===== src/design/kvp_pkg.sv =====
// Package for the binary key/value request parser: codes, header layout, structs,
// and the opcode decode helpers. No dependencies.
package kvp_pkg;

    localparam int unsigned HDR_BYTES   = 24;
    localparam int unsigned HDR_IDX_W   = 5;
    localparam int unsigned CFG_IDX_W   = 2;
    localparam int unsigned CFG_DATA_W  = 16;
    localparam logic [HDR_IDX_W-1:0] HDR_LAST_IDX = HDR_IDX_W'(HDR_BYTES - 1);

    // header byte positions
    localparam logic [HDR_IDX_W-1:0] HB_MAGIC    = 5'd0;
    localparam logic [HDR_IDX_W-1:0] HB_OPCODE   = 5'd1;
    localparam logic [HDR_IDX_W-1:0] HB_KEY_HI   = 5'd2;
    localparam logic [HDR_IDX_W-1:0] HB_KEY_LO   = 5'd3;
    localparam logic [HDR_IDX_W-1:0] HB_EXTRAS   = 5'd4;
    localparam logic [HDR_IDX_W-1:0] HB_DTYPE    = 5'd5;
    localparam logic [HDR_IDX_W-1:0] HB_RSV_HI   = 5'd6;
    localparam logic [HDR_IDX_W-1:0] HB_RSV_LO   = 5'd7;
    localparam logic [HDR_IDX_W-1:0] HB_BODY_0   = 5'd8;
    localparam logic [HDR_IDX_W-1:0] HB_BODY_1   = 5'd9;
    localparam logic [HDR_IDX_W-1:0] HB_BODY_2   = 5'd10;
    localparam logic [HDR_IDX_W-1:0] HB_BODY_3   = 5'd11;
    localparam logic [HDR_IDX_W-1:0] HB_OPQ_0    = 5'd12;
    localparam logic [HDR_IDX_W-1:0] HB_OPQ_1    = 5'd13;
    localparam logic [HDR_IDX_W-1:0] HB_OPQ_2    = 5'd14;
    localparam logic [HDR_IDX_W-1:0] HB_OPQ_3    = 5'd15;

    // configuration register indexes
    localparam logic [CFG_IDX_W-1:0] CFG_MAGIC   = 2'd0;
    localparam logic [CFG_IDX_W-1:0] CFG_MAX_KEY = 2'd1;

    localparam logic [7:0]  MAGIC_RESET   = 8'h80;
    localparam logic [15:0] MAX_KEY_RESET = 16'd250;

    // extras lengths per operation
    localparam logic [7:0] EXTRAS_GET   = 8'd4;
    localparam logic [7:0] EXTRAS_STORE = 8'd8;
    localparam logic [7:0] EXTRAS_ARITH = 8'd20;
    localparam logic [7:0] EXTRAS_NONE  = 8'd0;

    // wire opcodes with special decode
    localparam logic [7:0] OPC_LAST_PLAIN = 8'h08;
    localparam logic [7:0] OPC_GETQ       = 8'h09;
    localparam logic [7:0] OPC_NOOP       = 8'h0A;
    localparam logic [7:0] OPC_VERSION    = 8'h0B;
    localparam logic [7:0] OPC_GETK       = 8'h0C;
    localparam logic [7:0] OPC_GETKQ      = 8'h0D;
    localparam logic [7:0] OPC_APPEND     = 8'h0E;
    localparam logic [7:0] OPC_PREPEND    = 8'h0F;
    localparam logic [7:0] OPC_STAT       = 8'h10;
    localparam logic [7:0] OPC_SETQ       = 8'h11;
    localparam logic [7:0] OPC_ADDQ       = 8'h12;
    localparam logic [7:0] OPC_REPLACEQ   = 8'h13;
    localparam logic [7:0] OPC_DELETEQ    = 8'h14;
    localparam logic [7:0] OPC_INCRQ      = 8'h15;
    localparam logic [7:0] OPC_DECRQ      = 8'h16;
    localparam logic [7:0] OPC_QUITQ      = 8'h17;
    localparam logic [7:0] OPC_FLUSHQ     = 8'h18;
    localparam logic [7:0] OPC_APPENDQ    = 8'h19;
    localparam logic [7:0] OPC_PREPENDQ   = 8'h1A;

    typedef enum logic [3:0] {
        OP_GET     = 4'd0,
        OP_SET     = 4'd1,
        OP_ADD     = 4'd2,
        OP_REPLACE = 4'd3,
        OP_DELETE  = 4'd4,
        OP_INCR    = 4'd5,
        OP_DECR    = 4'd6,
        OP_QUIT    = 4'd7,
        OP_FLUSH   = 4'd8,
        OP_NOOP    = 4'd9,
        OP_VERSION = 4'd10,
        OP_APPEND  = 4'd11,
        OP_PREPEND = 4'd12,
        OP_STAT    = 4'd13
    } t_op;

    typedef enum logic [3:0] {
        ERR_NONE      = 4'd0,
        ERR_MAGIC     = 4'd1,
        ERR_OPCODE    = 4'd2,
        ERR_KEY_FORB  = 4'd3,
        ERR_KEY_LONG  = 4'd4,
        ERR_EXTRAS    = 4'd5,
        ERR_DATATYPE  = 4'd6,
        ERR_RESERVED  = 4'd7,
        ERR_BODY_SHORT = 4'd8,
        ERR_VALUE_FORB = 4'd9
    } t_err;

    typedef enum logic [2:0] {
        CLS_HEADER  = 3'd0,
        CLS_EXTRAS  = 3'd1,
        CLS_KEY     = 3'd2,
        CLS_VALUE   = 3'd3,
        CLS_DISCARD = 3'd4
    } t_class;

    typedef enum logic [2:0] {
        PH_HEADER = 3'b001,
        PH_BODY   = 3'b010,
        PH_ERROR  = 3'b100
    } t_phase;

    typedef struct packed {
        logic known;
        t_op  op;
        logic quiet;
        logic rkey;
    } t_decode;

    // captured header fields that feed the checks
    typedef struct packed {
        logic [7:0]  magic_seen;
        logic [7:0]  opcode;
        logic [15:0] key_len;
        logic [7:0]  extras_len;
        logic [7:0]  datatype;
        logic [15:0] reserved;
        logic [31:0] body_len;
    } t_hdr_regs;

    typedef struct packed {
        t_decode     dec;
        t_err        err;
        logic [31:0] value_len;
    } t_hdr_info;

    typedef struct packed {
        logic [7:0]  byte_out;
        t_class      byte_class;
        logic        header_done;
        t_err        error_code;
        t_op         operation;
        logic        quiet_flag;
        logic        return_key_flag;
        logic [31:0] value_length;
        logic [31:0] opaque_out;
        logic [63:0] cas_out;
        logic        request_last;
    } t_result;

    function automatic t_decode kvp_decode(input logic [7:0] code);
        t_decode d;
        d.known = 1'b1;
        d.op    = OP_GET;
        d.quiet = 1'b0;
        d.rkey  = 1'b0;
        if (code <= OPC_LAST_PLAIN) begin
            d.op = t_op'(code[3:0]);
        end else begin
            case (code)
                OPC_GETQ:     d.quiet = 1'b1;
                OPC_NOOP:     d.op = OP_NOOP;
                OPC_VERSION:  d.op = OP_VERSION;
                OPC_GETK:     d.rkey = 1'b1;
                OPC_GETKQ: begin
                    d.rkey  = 1'b1;
                    d.quiet = 1'b1;
                end
                OPC_APPEND:   d.op = OP_APPEND;
                OPC_PREPEND:  d.op = OP_PREPEND;
                OPC_STAT:     d.op = OP_STAT;
                OPC_SETQ, OPC_ADDQ, OPC_REPLACEQ, OPC_DELETEQ,
                OPC_INCRQ, OPC_DECRQ, OPC_QUITQ, OPC_FLUSHQ: begin
                    // quiet variants sit 0x10 above their plain opcode
                    d.op    = t_op'(code[3:0]);
                    d.quiet = 1'b1;
                end
                OPC_APPENDQ: begin
                    d.op    = OP_APPEND;
                    d.quiet = 1'b1;
                end
                OPC_PREPENDQ: begin
                    d.op    = OP_PREPEND;
                    d.quiet = 1'b1;
                end
                default:      d.known = 1'b0;
            endcase
        end
        return d;
    endfunction

    function automatic logic [7:0] kvp_req_extras(input t_op op);
        logic [7:0] n;
        unique case (op)
            OP_GET:                        n = EXTRAS_GET;
            OP_SET, OP_ADD, OP_REPLACE:    n = EXTRAS_STORE;
            OP_INCR, OP_DECR:              n = EXTRAS_ARITH;
            default:                       n = EXTRAS_NONE;
        endcase
        return n;
    endfunction

endpackage


===== src/design/binary_kv_request_parser_unit.sv =====
// Top level of the byte-serial binary key/value request parser.
// Uses kvp_pkg, kvp_hdr_check and kvp_out_reg.
//
//  channel   handshake                 payload
//  -------   -----------------------   ---------------------------------------------
//  in        i_in_valid / o_in_stall   i_stream_byte
//  out       o_out_valid / i_out_stall o_byte_out .. o_request_last (11 fields)
//  cfg       i_cfg_we                  i_cfg_index, i_cfg_data
//
// One request byte per cycle unless stalled; its result appears the next cycle.
// The header checks run on the 24th header byte from registers filled by earlier bytes.
// Synchronous active-low reset returns the parser to the start of a header.
// o_in_stall rises only while the result register is full and the output is stalled.
// After a header error every byte is discarded until reset.
module binary_kv_request_parser_unit (
    input  logic                            i_clk,
    input  logic                            i_rst_n,
    input  logic                            i_in_valid,
    output logic                            o_in_stall,
    input  logic [7:0]                      i_stream_byte,
    output logic                            o_out_valid,
    input  logic                            i_out_stall,
    output logic [7:0]                      o_byte_out,
    output logic [2:0]                      o_byte_class,
    output logic                            o_header_done,
    output logic [3:0]                      o_error_code,
    output logic [3:0]                      o_operation,
    output logic                            o_quiet_flag,
    output logic                            o_return_key_flag,
    output logic [31:0]                     o_value_length,
    output logic [31:0]                     o_opaque_out,
    output logic [63:0]                     o_cas_out,
    output logic                            o_request_last,
    input  logic                            i_cfg_we,
    input  logic [kvp_pkg::CFG_IDX_W-1:0]   i_cfg_index,
    input  logic [kvp_pkg::CFG_DATA_W-1:0]  i_cfg_data
);
    import kvp_pkg::*;

    logic [7:0]           r_magic_cfg;
    logic [15:0]          r_max_key;
    t_phase               r_phase, n_phase;
    logic [HDR_IDX_W-1:0] r_hdr_idx, n_hdr_idx;
    logic [31:0]          r_body_idx, n_body_idx;
    t_hdr_regs            r_hdr, n_hdr;
    logic [31:0]          r_opaque, n_opaque;
    logic [63:0]          r_cas, n_cas;

    t_hdr_info info;
    t_result   res;
    t_result   out_res;
    logic      ready;
    logic      in_fire;
    logic      hdr_last;
    logic      body_last;
    logic [16:0] key_extras;
    logic [63:0] cas_now;

    assign o_in_stall = !ready;
    assign in_fire    = i_in_valid && ready;

    always_ff @(posedge i_clk) begin
        if (!i_rst_n) begin
            r_magic_cfg <= MAGIC_RESET;
            r_max_key   <= MAX_KEY_RESET;
        end else if (i_cfg_we) begin
            if (i_cfg_index == CFG_MAGIC) begin
                r_magic_cfg <= i_cfg_data[7:0];
            end else if (i_cfg_index == CFG_MAX_KEY) begin
                r_max_key <= i_cfg_data[15:0];
            end
        end
    end

    kvp_hdr_check u_check (
        .i_hdr         (r_hdr),
        .i_cfg_magic   (r_magic_cfg),
        .i_cfg_max_key (r_max_key),
        .o_info        (info)
    );

    assign key_extras = 17'(r_hdr.extras_len) + 17'(r_hdr.key_len);
    assign hdr_last   = (r_hdr_idx == HDR_LAST_IDX);
    assign body_last  = (r_body_idx == (r_hdr.body_len - 32'd1));
    assign cas_now    = {r_cas[55:0], i_stream_byte};

    // header byte capture
    always_comb begin
        n_hdr    = r_hdr;
        n_opaque = r_opaque;
        n_cas    = r_cas;
        unique case (r_hdr_idx)
            HB_MAGIC:   n_hdr.magic_seen = i_stream_byte;
            HB_OPCODE:  n_hdr.opcode = i_stream_byte;
            HB_KEY_HI:  n_hdr.key_len[15:8] = i_stream_byte;
            HB_KEY_LO:  n_hdr.key_len[7:0] = i_stream_byte;
            HB_EXTRAS:  n_hdr.extras_len = i_stream_byte;
            HB_DTYPE:   n_hdr.datatype = i_stream_byte;
            HB_RSV_HI:  n_hdr.reserved[15:8] = i_stream_byte;
            HB_RSV_LO:  n_hdr.reserved[7:0] = i_stream_byte;
            HB_BODY_0, HB_BODY_1, HB_BODY_2, HB_BODY_3:
                n_hdr.body_len = {r_hdr.body_len[23:0], i_stream_byte};
            // opaque is kept in wire order: first byte lands in bits 7:0
            HB_OPQ_0:   n_opaque[7:0]   = i_stream_byte;
            HB_OPQ_1:   n_opaque[15:8]  = i_stream_byte;
            HB_OPQ_2:   n_opaque[23:16] = i_stream_byte;
            HB_OPQ_3:   n_opaque[31:24] = i_stream_byte;
            default:    n_cas = cas_now;
        endcase
    end

    // result and phase control
    always_comb begin
        res          = '0;
        res.byte_out = i_stream_byte;
        n_phase      = r_phase;
        n_hdr_idx    = r_hdr_idx;
        n_body_idx   = r_body_idx;
        unique case (r_phase)
            PH_HEADER: begin
                res.byte_class = CLS_HEADER;
                if (hdr_last) begin
                    res.header_done     = 1'b1;
                    res.error_code      = info.err;
                    res.operation       = info.dec.op;
                    res.quiet_flag      = info.dec.quiet;
                    res.return_key_flag = info.dec.rkey;
                    res.opaque_out      = r_opaque;
                    res.cas_out         = cas_now;
                    n_hdr_idx           = '0;
                    n_body_idx          = '0;
                    if (info.err != ERR_NONE) begin
                        n_phase = PH_ERROR;
                    end else begin
                        res.value_length = info.value_len;
                        if (r_hdr.body_len == '0) begin
                            res.request_last = 1'b1;
                        end else begin
                            n_phase = PH_BODY;
                        end
                    end
                end else begin
                    n_hdr_idx = r_hdr_idx + 1'b1;
                end
            end
            PH_BODY: begin
                priority if (r_body_idx < 32'(r_hdr.extras_len)) res.byte_class = CLS_EXTRAS;
                else if (r_body_idx < 32'(key_extras))           res.byte_class = CLS_KEY;
                else                                             res.byte_class = CLS_VALUE;
                res.operation       = info.dec.op;
                res.quiet_flag      = info.dec.quiet;
                res.return_key_flag = info.dec.rkey;
                res.value_length    = info.value_len;
                res.opaque_out      = r_opaque;
                res.cas_out         = r_cas;
                if (body_last) begin
                    res.request_last = 1'b1;
                    n_phase          = PH_HEADER;
                    n_hdr_idx        = '0;
                    n_body_idx       = '0;
                end else begin
                    n_body_idx = r_body_idx + 32'd1;
                end
            end
            default: begin
                res.byte_class = CLS_DISCARD;
            end
        endcase
    end

    always_ff @(posedge i_clk) begin
        if (!i_rst_n) begin
            r_phase    <= PH_HEADER;
            r_hdr_idx  <= '0;
            r_body_idx <= '0;
            r_hdr      <= '0;
            r_opaque   <= '0;
            r_cas      <= '0;
        end else if (in_fire) begin
            r_phase    <= n_phase;
            r_hdr_idx  <= n_hdr_idx;
            r_body_idx <= n_body_idx;
            if (r_phase == PH_HEADER) begin
                r_hdr    <= n_hdr;
                r_opaque <= n_opaque;
                r_cas    <= n_cas;
            end
        end
    end

    kvp_out_reg u_out (
        .i_clk       (i_clk),
        .i_rst_n     (i_rst_n),
        .i_load      (in_fire),
        .i_result    (res),
        .i_out_stall (i_out_stall),
        .o_ready     (ready),
        .o_out_valid (o_out_valid),
        .o_result    (out_res)
    );

    assign o_byte_out        = out_res.byte_out;
    assign o_byte_class      = out_res.byte_class;
    assign o_header_done     = out_res.header_done;
    assign o_error_code      = out_res.error_code;
    assign o_operation       = out_res.operation;
    assign o_quiet_flag      = out_res.quiet_flag;
    assign o_return_key_flag = out_res.return_key_flag;
    assign o_value_length    = out_res.value_length;
    assign o_opaque_out      = out_res.opaque_out;
    assign o_cas_out         = out_res.cas_out;
    assign o_request_last    = out_res.request_last;

endmodule


===== src/design/kvp_hdr_check.sv =====
// Header decode and validation for the request parser.
// Combinational over the captured header fields; uses kvp_pkg.
module kvp_hdr_check (
    input  kvp_pkg::t_hdr_regs  i_hdr,
    input  logic [7:0]          i_cfg_magic,
    input  logic [15:0]         i_cfg_max_key,
    output kvp_pkg::t_hdr_info  o_info
);
    import kvp_pkg::*;

    t_decode     dec;
    logic        keyless;
    logic        takes_value;
    logic [16:0] key_extras;
    logic [31:0] need;
    t_err        err;

    assign dec = kvp_decode(i_hdr.opcode);

    always_comb begin
        keyless     = (dec.op == OP_QUIT) || (dec.op == OP_FLUSH) ||
                      (dec.op == OP_NOOP) || (dec.op == OP_VERSION);
        takes_value = (dec.op == OP_SET) || (dec.op == OP_ADD) ||
                      (dec.op == OP_REPLACE) || (dec.op == OP_APPEND) ||
                      (dec.op == OP_PREPEND);
        key_extras  = 17'(i_hdr.extras_len) + 17'(i_hdr.key_len);
        need        = 32'(key_extras);

        priority if (i_hdr.magic_seen != i_cfg_magic)            err = ERR_MAGIC;
        else if (!dec.known)                                     err = ERR_OPCODE;
        else if (keyless && (i_hdr.key_len != '0))               err = ERR_KEY_FORB;
        else if (!keyless && (i_hdr.key_len > i_cfg_max_key))    err = ERR_KEY_LONG;
        else if (i_hdr.extras_len != kvp_req_extras(dec.op))     err = ERR_EXTRAS;
        else if (i_hdr.datatype != '0)                           err = ERR_DATATYPE;
        else if (i_hdr.reserved != '0)                           err = ERR_RESERVED;
        else if (i_hdr.body_len < need)                          err = ERR_BODY_SHORT;
        else if (!takes_value && (i_hdr.body_len != need))       err = ERR_VALUE_FORB;
        else                                                     err = ERR_NONE;

        o_info.dec       = dec;
        o_info.err       = err;
        o_info.value_len = i_hdr.body_len - need;
    end

endmodule


===== src/design/kvp_out_reg.sv =====
// Result register for the request parser: holds one per-byte parser result
// until the downstream side takes it. Uses kvp_pkg for the result struct.
module kvp_out_reg (
    input  logic              i_clk,
    input  logic              i_rst_n,
    input  logic              i_load,
    input  kvp_pkg::t_result  i_result,
    input  logic              i_out_stall,
    output logic              o_ready,
    output logic              o_out_valid,
    output kvp_pkg::t_result  o_result
);
    import kvp_pkg::*;

    logic    r_valid;
    logic    n_valid;
    t_result r_result;

    // a new result may enter when the slot is empty or drains this cycle
    assign o_ready = !r_valid || !i_out_stall;

    always_comb begin
        n_valid = r_valid;
        if (o_ready) begin
            n_valid = i_load;
        end
    end

    always_ff @(posedge i_clk) begin
        if (!i_rst_n) begin
            r_valid <= 1'b0;
        end else begin
            r_valid <= n_valid;
        end
    end

    always_ff @(posedge i_clk) begin
        if (i_load) begin
            r_result <= i_result;
        end
    end

    assign o_out_valid = r_valid;
    assign o_result    = r_result;

endmodule

===== config.mk =====
export PLATFORM = sky130hd
export DESIGN_NAME = binary_kv_request_parser_unit
export DESIGN_NICKNAME = d
export VERILOG_FILES = /design/src/design/kvp_pkg.sv /design/src/design/binary_kv_request_parser_unit.sv /design/src/design/kvp_hdr_check.sv /design/src/design/kvp_out_reg.sv
export SDC_FILE = /design/constraint.sdc
export NUM_CORES = 1
export LEC_CHECK = 0
export BUFFER_PORTS_ARGS = -buffer_cell sky130_fd_sc_hd__buf_2
export CAP_MARGIN = 20
export CORE_UTILIZATION = 54
export CTS_CLUSTER_SIZE = 20
export DETAILED_ROUTE_END_ITERATION = 10
export PLACE_DENSITY = 0.73
export SYNTH_ARGS = -nofsm -noshare
export SYNTH_HDL_FRONTEND = slang
export SYNTH_SLANG_ARGS = --single-unit

===== constraint.sdc =====
create_clock -name i_clk -period 10.3 [get_ports i_clk]
set_input_delay 1.545 -clock i_clk [delete_from_list [all_inputs] [get_ports i_clk]]
set_output_delay 1.545 -clock i_clk [all_outputs]
set_load 0.02 [all_outputs]

==> metrics.cfg, run 1 <==
[sta]
setup_tns_ps = 0
fmax_mhz = 184
maxSlewHeadroom = 0.266
fin_skew_ps = 18.6
worstMarginPinSlew_ps = 1100
min_period_over_period = 0.529
hold_viol = 0
setup_viol = 0
fin_crit_ps = 5450
grt_setup_unrepaired = false
slew_viol_final = 0

[routing]
drc = 0
drt-initial-drc-count = 1151
via_per_inst = 5.76
vias = 16200
wl_per_cell_um = 19.0
wirelength_um = 53300
firstDrtPassIters = 5
drtAntennaViolNets = 0

[yosys]
async_flop_share = 0
avgSynthCellArea_um2 = 9.56
yosys-top-cells-count = nand2_1, dfxtp_1, edfxtp_1
yosys-top-cells-area = dfxtp_1, edfxtp_1, nand2_1
synth-seq-cells = 408
synth_edf_count = 151
synth_area_mm2 = 0.0205
synthFlopType = dfxtp_1
synth.most_common_cell = nand2_1
synth_nets = 2254
netlist_instances = 2149
yosysSeqAreaShare = 0.471
synth.distinct_cells = 75
synth_warnings = 0
synth.largest_area_cell = dfxtp_1
yosysTopAreaCellShare = 0.250

[placed_design]
port_buffers = 183
placed_cell_area_mm2 = 0.0218
place.gp.congestion = 0.927
place_hpwl_um = 36300

[critical_path]
critPathLaunchType = flip-flop
worstPathArrival_ps = 5740
r2r-start = r_hdr[56]$_SDFFE_PN0P_
cp.required_ps = 10590
crit_fanout = 32
crit_type = flip-flop to flip-flop
end_kind = flip-flop
crit_start = r_hdr[56]$_SDFFE_PN0P_

[cts]
cts_tree = built
root_buffer = clkbuf_16
htreeDepth = 2
ctsResizeCount = 0
cts_made_buffers = 43
cts_hold_repair.buffers = 0
clock_path_buffers = 3
cts.sinks = 408
clk_latency_ps = 580
post-cts-setup-buffers = 0
clk_transition_reported_paths_ps = 60

[run_status]
status = finished, final reports clean

[power]
vdd_ir_drop_max_mv = 0.126
power_mw = 3.56
p_per_area_mw_per_mm2 = 154
p_leak_nw = 9.23

[floorplan]
ios = 184
dieHeight_um = 197
initial_core_util = 0.547
coreArea_mm2 = 0.0376
die_x_um = 197
rows = 71
dieArea_mm2 = 0.0388

[final_layout]
n_antenna_cell = 0
drive_gt1_frac = 0.135
syn2layout_area_growth_pct = 12.9
fin_nets = 2364
post-route-cell-area_mm2 = 0.0232

[grt]
grt_pass1_vias = 15200
grt_start_max_net_pins = 144
antenna_found_initial = 0
grtUsageTotal = 0.275
grt_pass1_wl_um = 84400
overflow = 0

[job]
cap_violations = 0

[worst_hold_path]
hold_start = r_opaque[2]$_SDFFE_PN0P_
hold_class = flip-flop to flip-flop

==> stage by stage <==
| step | hold slack [ps] | util | setup slack, ps | cells |
|---|---|---|---|---|
| global placement | 449 | 0.579 | 5020 | 2724 |
| CTS | 464 | 0.616 | 4870 | 2802 |
| finish | 462 | 0.617 | 4850 | 2803 |
| global route | 485 | 0.617 | 4500 | 2803 |
| detailed placement | 457 | 0.579 | 4870 | 2724 |
| floorplan | 438 | - | 3090 | 2149 |
==> layout make-up <==
class | instances | area [µm²]
well taps | 511 | 639
repair buffers | 206 | 1120
multi-input cells | 1548 | 10100
flip-flops and latches | 408 | 9680
clock inverters | 23 | 263
clock buffers | 55 | 1140
inverters | 52 | 200
fillers | 3162 | 14400
==> cells in the final DEF, fill, tap and decap left out, types with 64 or more instances in the layout <==
| master | Yosys | final |
|---|---|---|
| ha_1 | 72 | 72 |
| nor2b_1 | 75 | 75 |
| buf_2 | 3 | 182 |
| nand2_1 | 304 | 304 |
| nand3_1 | 124 | 124 |
| dfxtp_1 | 257 | 257 |
| a21boi_0 | 145 | 145 |
| mux2i_1 | 76 | 76 |
| nor2_1 | 116 | 115 |
| a22o_1 | 64 | 64 |
| edfxtp_1 | 151 | 151 |
| xnor2_1 | 66 | 66 |
==> power breakdown <==
group / leakage, nW / switching, mW / internal, mW / total, mW
clock network: 0.688 / 0.652 / 0.895 / 1.55
logic: 4.94 / 0.190 / 0.0976 / 0.288
registers: 3.60 / 0.0212 / 1.71 / 1.73
total: 9.23 / 0.864 / 2.70 / 3.56
==> cells by family (layout without fill, tap and decap cells) <==
kind of cell,Yosys count,count (layout),synth area share
AO/OA/AOI/OAI,401,401,0.143
buffers and inverters,193,336,0.0369
XOR/XNOR,120,120,0.0512
adder cells (fa/ha/maj),74,74,0.0458
flip-flops,408,408,0.471
multiplexers,76,76,0.0370
AND/OR/NAND/NOR,877,877,0.215
==> final timing paths <==
kind                                                       to  slack, ps  cells after the start
worst min register to register       r_opaque[2]$_SDFFE_PN0P_        460                      2
worst max-delay path            u_out.o_result[104]$_DFFE_PP_       4850                     20
worst min-delay path                 r_opaque[2]$_SDFFE_PN0P_        460                      2
worst max register to register  u_out.o_result[104]$_DFFE_PP_       4850                     20
==> layer usage <==
metal  track usage  wire, µm  up-vias
met2         0.442     24800      460
met3        0.0413      3040       76
li1              -         -     7863
met1         0.380     24100     7751
met4        0.0896      1400        0
met5             0         0        -
==> registers in the layout, indices dropped and copies added (netlist names) <==
signal and flops:
r_hdr 96, r_magic_cfg 8, r_phase 3, r_hdr_idx 5, u_out.o_result 151, r_body_idx 32
u_out.o_out_valid 1, r_opaque 32, r_max_key 16, r_cas 64
==> worst max-delay path, stage by stage (launching register included) <==
cell	delay, ps
dfxtp_1	340
ha_1	240
fa_1	410
a21o_1	170
a21oi_1	210
o21bai_1	90
a21oi_1	230
o21bai_1	90
a21oi_1	390
nor4b_1	130
xnor2_1	330
ha_1	340
and3_1	210
a221o_1	350
a21oi_1	190
o31ai_1	220
o21ai_0	340
and4bb_2	320
o21ai_2	120
buf_4	330
nor3_1	110
Power figures use the tool's default switching activity.
==> inputs of run 2 (changes only) <==
--- a/config.mk
+++ b/config.mk
@@ -10,7 +10,7 @@
 export CORE_UTILIZATION = 54
 export CTS_CLUSTER_SIZE = 20
 export DETAILED_ROUTE_END_ITERATION = 10
-export PLACE_DENSITY = 0.73
+export PLACE_DENSITY = 0.76
 export SYNTH_ARGS = -nofsm -noshare
 export SYNTH_HDL_FRONTEND = slang
 export SYNTH_SLANG_ARGS = --single-unit
==> constraint.sdc (replaced) <==
create_clock -name i_clk -period 5 [get_ports i_clk]
set_input_delay 0.75 -clock i_clk [delete_from_list [all_inputs] [get_ports i_clk]]
set_output_delay 0.75 -clock i_clk [all_outputs]
set_load 0.02 [all_outputs]
==> run 2 against run 1 <==
  * First-iteration DRC count grew 20%
  * Maximum frequency grew 13%
  * Final cell count grew 0.54%
  * Cell area grew 0.63%
  * Clock power grew 100%
  * Critical path type unchanged
  * Core utilization grew 0.39 points
==> metrics.cfg, run 2 (synthesis gave the netlist of run 1 again) <==
[floorplan]
rows = 71  ; unchanged
initial_core_util = 0.547  ; unchanged
dieHeight_um = 197  ; unchanged
die_x_um = 197  ; unchanged
dieArea_mm2 = 0.0388  ; unchanged
ios = 184  ; unchanged
coreArea_mm2 = 0.0376  ; unchanged

[placed_design]
post-place-ws_ps = -43.2  ; was 4870 ps
port_buffers = 183  ; unchanged
place.gp.congestion = 0.982  ; was 0.927
place_hpwl_um = 37100  ; was 36,300 µm
placed_cell_area_mm2 = 0.0219  ; was 0.0218 mm²

[routing]
drtAntennaViolNets = 0  ; unchanged
via_per_inst = 5.84  ; was 5.76
drt-initial-drc-count = 1376  ; was 1,151
vias = 16500  ; was 16,200
firstDrtPassIters = 5  ; unchanged
drc = 0  ; unchanged
wl_per_cell_um = 19.1  ; was 19.0 µm
wirelength_um = 53800  ; was 53,300 µm

[worst_hold_path]
hold_class = input port to flip-flop  ; was flip-flop to flip-flop

[critical_path]
path_cells = ha_1 -> fa_1 -> a21o_1 -> a21oi_2 -> o21bai_1 -> a21oi_2 -> o21bai_1 -> a21oi_2 -> buf_4 -> or4b_4 -> ha_4 -> and3_1 -> nand3_1 -> or4_1 -> o21ai_0 -> o21ai_1 -> and4bb_2 -> o21ai_2 -> buf_12 -> nor3_1  ; was ha_1 -> fa_1 -> a21o_1 -> a21oi_1 -> o21bai_1 -> a21oi_1 -> o21bai_1 -> a21oi_1 -> nor4b_1 -> xnor2_1 -> ha_1 -> and3_1 -> a221o_1 -> a21oi_1 -> o31ai_1 -> o21ai_0 -> and4bb_2 -> o21ai_2 -> buf_4 -> nor3_1
critPathLaunchType = flip-flop  ; unchanged
crit_type = flip-flop to flip-flop  ; unchanged
end_kind = flip-flop  ; unchanged
cp_common_cell = a21oi_2  ; was a21oi_1
cp.required_ps = 5390  ; was 10,590 ps
critPathMaxStageDelay_ps = 570  ; was 410 ps
worst_path_max_delay_cell = or4_1  ; was fa_1
path_delay_family = simple AND/OR/NAND/NOR gates  ; was compound AO/OA/AOI/OAI gates
cp.buffers_inverters = 2  ; was 1
crit_fanout = 32  ; unchanged
worstPathArrival_ps = 5200  ; was 5740 ps

[cts]
cts_hold_repair.buffers = 0  ; unchanged
cts.sinks = 408  ; unchanged
clock_path_buffers = 3  ; unchanged
clk_latency_ps = 570  ; was 580 ps
root_buffer = clkbuf_16  ; unchanged
cts_tree = built  ; unchanged
clk_transition_reported_paths_ps = 60  ; about the same
cts_made_buffers = 43  ; unchanged
htreeDepth = 2  ; unchanged

[grt]
overflow = 0  ; unchanged
antenna_found_initial = 0  ; unchanged
grt_pass1_vias = 15300  ; was 15,200
grt_pass1_wl_um = 84500  ; was 84,400 µm
grt_start_max_net_pins = 153  ; was 144
grtUsageTotal = 0.275  ; about the same

[final_layout]
syn2layout_area_growth_pct = 13.6  ; was 12.9%
post-route-cell-area_mm2 = 0.0233  ; was 0.0232 mm²
drive_gt1_frac = 0.143  ; was 0.135
fin_util = 0.621  ; was 0.617
n_antenna_cell = 0  ; unchanged
final_cell_mix = nand2_1, dfxtp_1, buf_2, edfxtp_1, a21boi_0  ; unchanged
fin_nets = 2378  ; was 2,364
final_common_cell = nand2_1  ; unchanged
largest_reg_flops = 151  ; unchanged

[sta]
maxSlewHeadroom = 0.380  ; was 0.266
setup_viol = 0  ; unchanged
fin_skew_ps = 17.4  ; was 18.6 ps
fin_ws_ps = 191  ; was 4850 ps
fmax_mhz = 208  ; was 184 MHz
hold_viol = 0  ; unchanged
fin_crit_ps = 4810  ; was 5450 ps
min_period_over_period = 0.962  ; was 0.529
worstMarginPinSlew_ps = 929  ; was 1100 ps
slew_viol_final = 0  ; unchanged

[power]
p_per_area_mw_per_mm2 = 312  ; was 154 mW/mm²
vdd_ir_drop_max_mv = 0.231  ; was 0.126 mV
p_leak_nw = 9.30  ; was 9.23 nW
power_mw = 7.29  ; was 3.56 mW

[run_status]
status = finished, final reports clean  ; unchanged

[job]
cap_violations = 0  ; unchanged

-- run 2: cell count changes in the layout (fill, tap and decap cells not counted), sizes merged --
cell | previous run | this run
bufinv | 4 | 2
clkbuf | 56 | 65
clkinv | 15 | 11
buf | 205 | 220
inv | 55 | 51
clkinvlp | 1 | 2
-- run 2: final timing paths --
| kind | slack, ps | end | from | depth (start not counted) |
|---|---|---|---|---|
| worst min-delay path | 410 | u_out.o_out_valid$_SDFFE_PN0N_ | i_in_valid | 2 |
| worst max-delay path | 190 | u_out.o_result[104]$_DFFE_PP_ | r_hdr[56]$_SDFFE_PN0P_ | 20 |
| worst min register to register | 460 | r_opaque[28]$_SDFFE_PN0P_ | r_opaque[28]$_SDFFE_PN0P_ | 2 |
| worst max register to register | 190 | u_out.o_result[104]$_DFFE_PP_ | r_hdr[56]$_SDFFE_PN0P_ | 20 |
-- run 2: cell type report --
class,count,area (µm²)
Inverter,52,199
Multi-Input combinational cell,1548,10200
Sequential cell,408,9680
Tap cell,511,639
Clock buffer,65,1240
Fill cell,3113,14200
Clock inverter,14,149
Timing Repair Buffer,220,1240
-- run 2: layer usage --
metal,routed length [µm],track usage,up-vias,share of wire
li1,-,-,7892,-
met1,24300,0.380,7909,0.45
met2,24200,0.432,529,0.45
met3,3310,0.0471,128,0.062
met4,1980,0.105,0,0.037
met5,0,0,-,0
-- run 2: report_power, final --
group          leakage (nW)  total [mW]  switching, mW  internal [mW]
clock network         0.681        3.13           1.30           1.82
registers              3.60        3.56         0.0436           3.52
logic                  5.02       0.594          0.388          0.206
-- run 2: through the flow --
stage / std cells / hold WS [ps] / setup TNS (ps)
3_3_place_gp: 2736 / 445 / 0
2_1_floorplan: 2149 / 438 / -6440
6_report: 2818 / 411 / 0
5_1_grt: 2818 / 409 / -86.0
4_1_cts: 2816 / 391 / 0
3_5_place_dp: 2736 / 453 / -90.7
-- run 2: repair_timing --
item / in CTS / in global routing
pin swaps: 1 / 4
endpoints found under the setup margin: 19 / 36
resized for setup: 2 / 7
cloned: 0 / 0
buffers inserted: 1 / 1
==> inputs of run 3 (changes only) <==
--- a/config.mk
+++ b/config.mk
@@ -10,7 +10,7 @@
 export CORE_UTILIZATION = 54
 export CTS_CLUSTER_SIZE = 20
 export DETAILED_ROUTE_END_ITERATION = 10
-export PLACE_DENSITY = 0.76
+export PLACE_DENSITY = 0.73
 export SYNTH_ARGS = -nofsm -noshare
 export SYNTH_HDL_FRONTEND = slang
 export SYNTH_SLANG_ARGS = --single-unit
==> run 3 against run 2 <==
  * Combinational power is essentially flat
  * Cell area grew 0.18%
  * Global-route usage shrank 0.22 points
  * Core utilization grew 0.11 points
  * Clock power is essentially flat
  * Critical endpoint is now u_out.o_result[109]$_DFFE_PP_
  * Highest routed layer unchanged
==> metrics.cfg, run 3 (synthesis gave the netlist of run 1 again) <==
[run_status]
status = finished, final reports clean  ; unchanged

[routing]
via_per_inst = 5.79  ; was 5.84
wirelength_um = 53500  ; was 53,800 µm
wl_per_cell_um = 19.0  ; was 19.1 µm
firstDrtPassIters = 5  ; unchanged
drtAntennaViolNets = 0  ; unchanged
drt-initial-drc-count = 1191  ; was 1,376
drc = 0  ; unchanged
vias = 16300  ; was 16,500

[final_layout]
largest_reg_flops = 151  ; unchanged
n_antenna_cell = 0  ; unchanged
syn2layout_area_growth_pct = 13.8  ; was 13.6%
final_common_cell = nand2_1  ; unchanged
post-route-cell-area_mm2 = 0.0234  ; was 0.0233 mm²
fin_nets = 2379  ; was 2,378
drive_gt1_frac = 0.148  ; was 0.143
final_cell_mix = nand2_1, dfxtp_1, buf_2, edfxtp_1, a21boi_0  ; unchanged
fin_util = 0.622  ; was 0.621

[critical_path]
critPathLaunchType = flip-flop  ; unchanged
end_kind = flip-flop  ; unchanged
cp.buffers_inverters = 1  ; was 2
cp_common_cell = a21oi_2  ; unchanged
path_cells = ha_1 -> fa_1 -> a21o_1 -> a21oi_2 -> o21bai_1 -> a21oi_2 -> o21bai_1 -> a21oi_2 -> nor4b_1 -> xnor2_1 -> ha_1 -> and3_1 -> a221o_1 -> a21oi_2 -> o31ai_1 -> o21ai_1 -> and4bb_2 -> o21ai_2 -> buf_12 -> nor3_1  ; was ha_1 -> fa_1 -> a21o_1 -> a21oi_2 -> o21bai_1 -> a21oi_2 -> o21bai_1 -> a21oi_2 -> buf_4 -> or4b_4 -> ha_4 -> and3_1 -> nand3_1 -> or4_1 -> o21ai_0 -> o21ai_1 -> and4bb_2 -> o21ai_2 -> buf_12 -> nor3_1
crit_type = flip-flop to flip-flop  ; unchanged
worst_path_max_delay_cell = fa_1  ; was or4_1
crit_fanout = 32  ; unchanged
cp.required_ps = 5310  ; was 5390 ps
path_delay_family = compound AO/OA/AOI/OAI gates  ; was simple AND/OR/NAND/NOR gates
worstPathArrival_ps = 5050  ; was 5200 ps
critPathMaxStageDelay_ps = 400  ; was 570 ps

[power]
p_comb_frac = 0.081  ; about the same
power_frac_clock = 0.431  ; was 0.429
internal_power_mw = 5.52  ; was 5.55 mW
vdd_ir_drop_max_mv = 0.243  ; was 0.231 mV
switching_share = 0.245  ; was 0.238
switchingPower_mw = 1.79  ; was 1.74 mW
sequentialPowerShare = 0.488  ; was 0.489
p_per_area_mw_per_mm2 = 313  ; was 312 mW/mm²
p_leak_nw = 9.32  ; was 9.30 nW

[placed_design]
place.gp.congestion = 0.966  ; was 0.982
placed_cell_area_mm2 = 0.0219  ; about the same
place_hpwl_um = 37000  ; was 37,100 µm
port_buffers = 183  ; unchanged

[floorplan]
ios = 184  ; unchanged
dieArea_mm2 = 0.0388  ; unchanged
coreArea_mm2 = 0.0376  ; unchanged
dieHeight_um = 197  ; unchanged
die_x_um = 197  ; unchanged
rows = 71  ; unchanged
initial_core_util = 0.547  ; unchanged

[cts]
root_buffer = clkbuf_16  ; unchanged
clk_transition_reported_paths_ps = 60  ; about the same
htreeDepth = 2  ; unchanged
clock_path_buffers = 3  ; unchanged
clk_latency_ps = 590  ; was 570 ps
cts_tree = built  ; unchanged
cts.sinks = 408  ; unchanged
cts_made_buffers = 42  ; was 43
cts_hold_repair.buffers = 0  ; unchanged

[sta]
fin_crit_ps = 4740  ; was 4810 ps
min_period_over_period = 0.947  ; was 0.962
fmax_mhz = 211  ; was 208 MHz
setup_viol = 0  ; unchanged
slew_viol_final = 0  ; unchanged
grt_setup_unrepaired = false
hold_viol = 0  ; unchanged
fin_skew_ps = 23.0  ; was 17.4 ps
worstMarginPinSlew_ps = 1070  ; was 929 ps
maxSlewHeadroom = 0.283  ; was 0.380

[grt]
grtUsageTotal = 0.273  ; was 0.275
grt_start_max_net_pins = 150  ; was 153
overflow = 0  ; unchanged
antenna_found_initial = 0  ; unchanged
grt_pass1_vias = 15100  ; was 15,300
grt_pass1_wl_um = 83500  ; was 84,500 µm

[worst_hold_path]
hold_class = input port to flip-flop  ; unchanged

[job]
cap_violations = 0  ; unchanged

-- run 3: cell types whose count changed in the layout (fill, tap and decap cells not counted), sizes merged --
cell,change
clkinv,+4
buf,+2
clkbuf,-9
inv,+4
-- run 3: path summary, 6_finish.rpt --
kind                              from                             end  slack [ps]  depth (start not counted)
max             r_hdr[64]$_SDFFE_PN0P_   u_out.o_result[109]$_DFFE_PP_         260                         20
min                         i_in_valid  u_out.o_out_valid$_SDFFE_PN0N_         400                          2
max reg2reg     r_hdr[64]$_SDFFE_PN0P_   u_out.o_result[109]$_DFFE_PP_         260                         20
min reg2reg  r_opaque[12]$_SDFFE_PN0P_       r_opaque[12]$_SDFFE_PN0P_         460                          2
-- run 3: power by group through the flow --
stage / sequential [mW] / clock, mW / combinational [mW]
floorplan: 3.70 / 0 / 0.327
global placement: 3.63 / 0 / 0.578
detailed placement: 3.64 / 0 / 0.588
CTS: 3.56 / 3.21 / 0.590
global route: 3.57 / 3.34 / 0.642
finish: 3.56 / 3.15 / 0.592
-- run 3: cell type report --
type / instances / area, µm²
fillers: 3142 / 14200
multi-input cells: 1548 / 10200
flip-flops and latches: 408 / 9680
repair buffers: 222 / 1250
clock buffers: 56 / 1180
well taps: 511 / 639
clock inverters: 22 / 215
inverters: 52 / 199
-- run 3: worst register-to-register path, stage by stage (launching register included) --
cell and delay, ps:
dfxtp_1 340, ha_1 220, fa_1 400, a21o_1 190, a21oi_2 150, o21bai_1 90, a21oi_2 180, o21bai_1 90
a21oi_2 190, nor4b_1 90, xnor2_1 330, ha_1 330, and3_1 200, a221o_1 350, a21oi_2 150, o31ai_1 130
o21ai_1 280, and4bb_2 290, o21ai_2 190, buf_12 210, nor3_1 80
-- run 3: what timing repair did --
action | 4_1_cts | 5_1_grt
setup endpoints to repair | 30 | 33
setup buffers | 0 | 5
pin swaps | 0 | 5
gates resized for setup | 1 | 13
-- run 3: per-stage QoR --
stage	setup TNS, ps	instances	power, mW	setup slack [ps]	hold slack, ps
after floorplan	-6440	2149	4.03	-161	438
after global placement	0	2736	4.21	111	449
after detailed placement	-1050	2736	4.22	-60.2	455
after CTS	0	2814	7.37	17.8	373
after global routing	0	2819	7.55	33.5	407
final	0	2819	7.31	263	402
-- run 3: layer usage --
layer / GRT usage / vias to the layer above / routed length, µm
met5: 0 / - / 0
met4: 0.0899 / 0 / 1290
met3: 0.0340 / 75 / 2940
met2: 0.436 / 471 / 24500
met1: 0.384 / 7889 / 24700
li1: - / 7901 / -
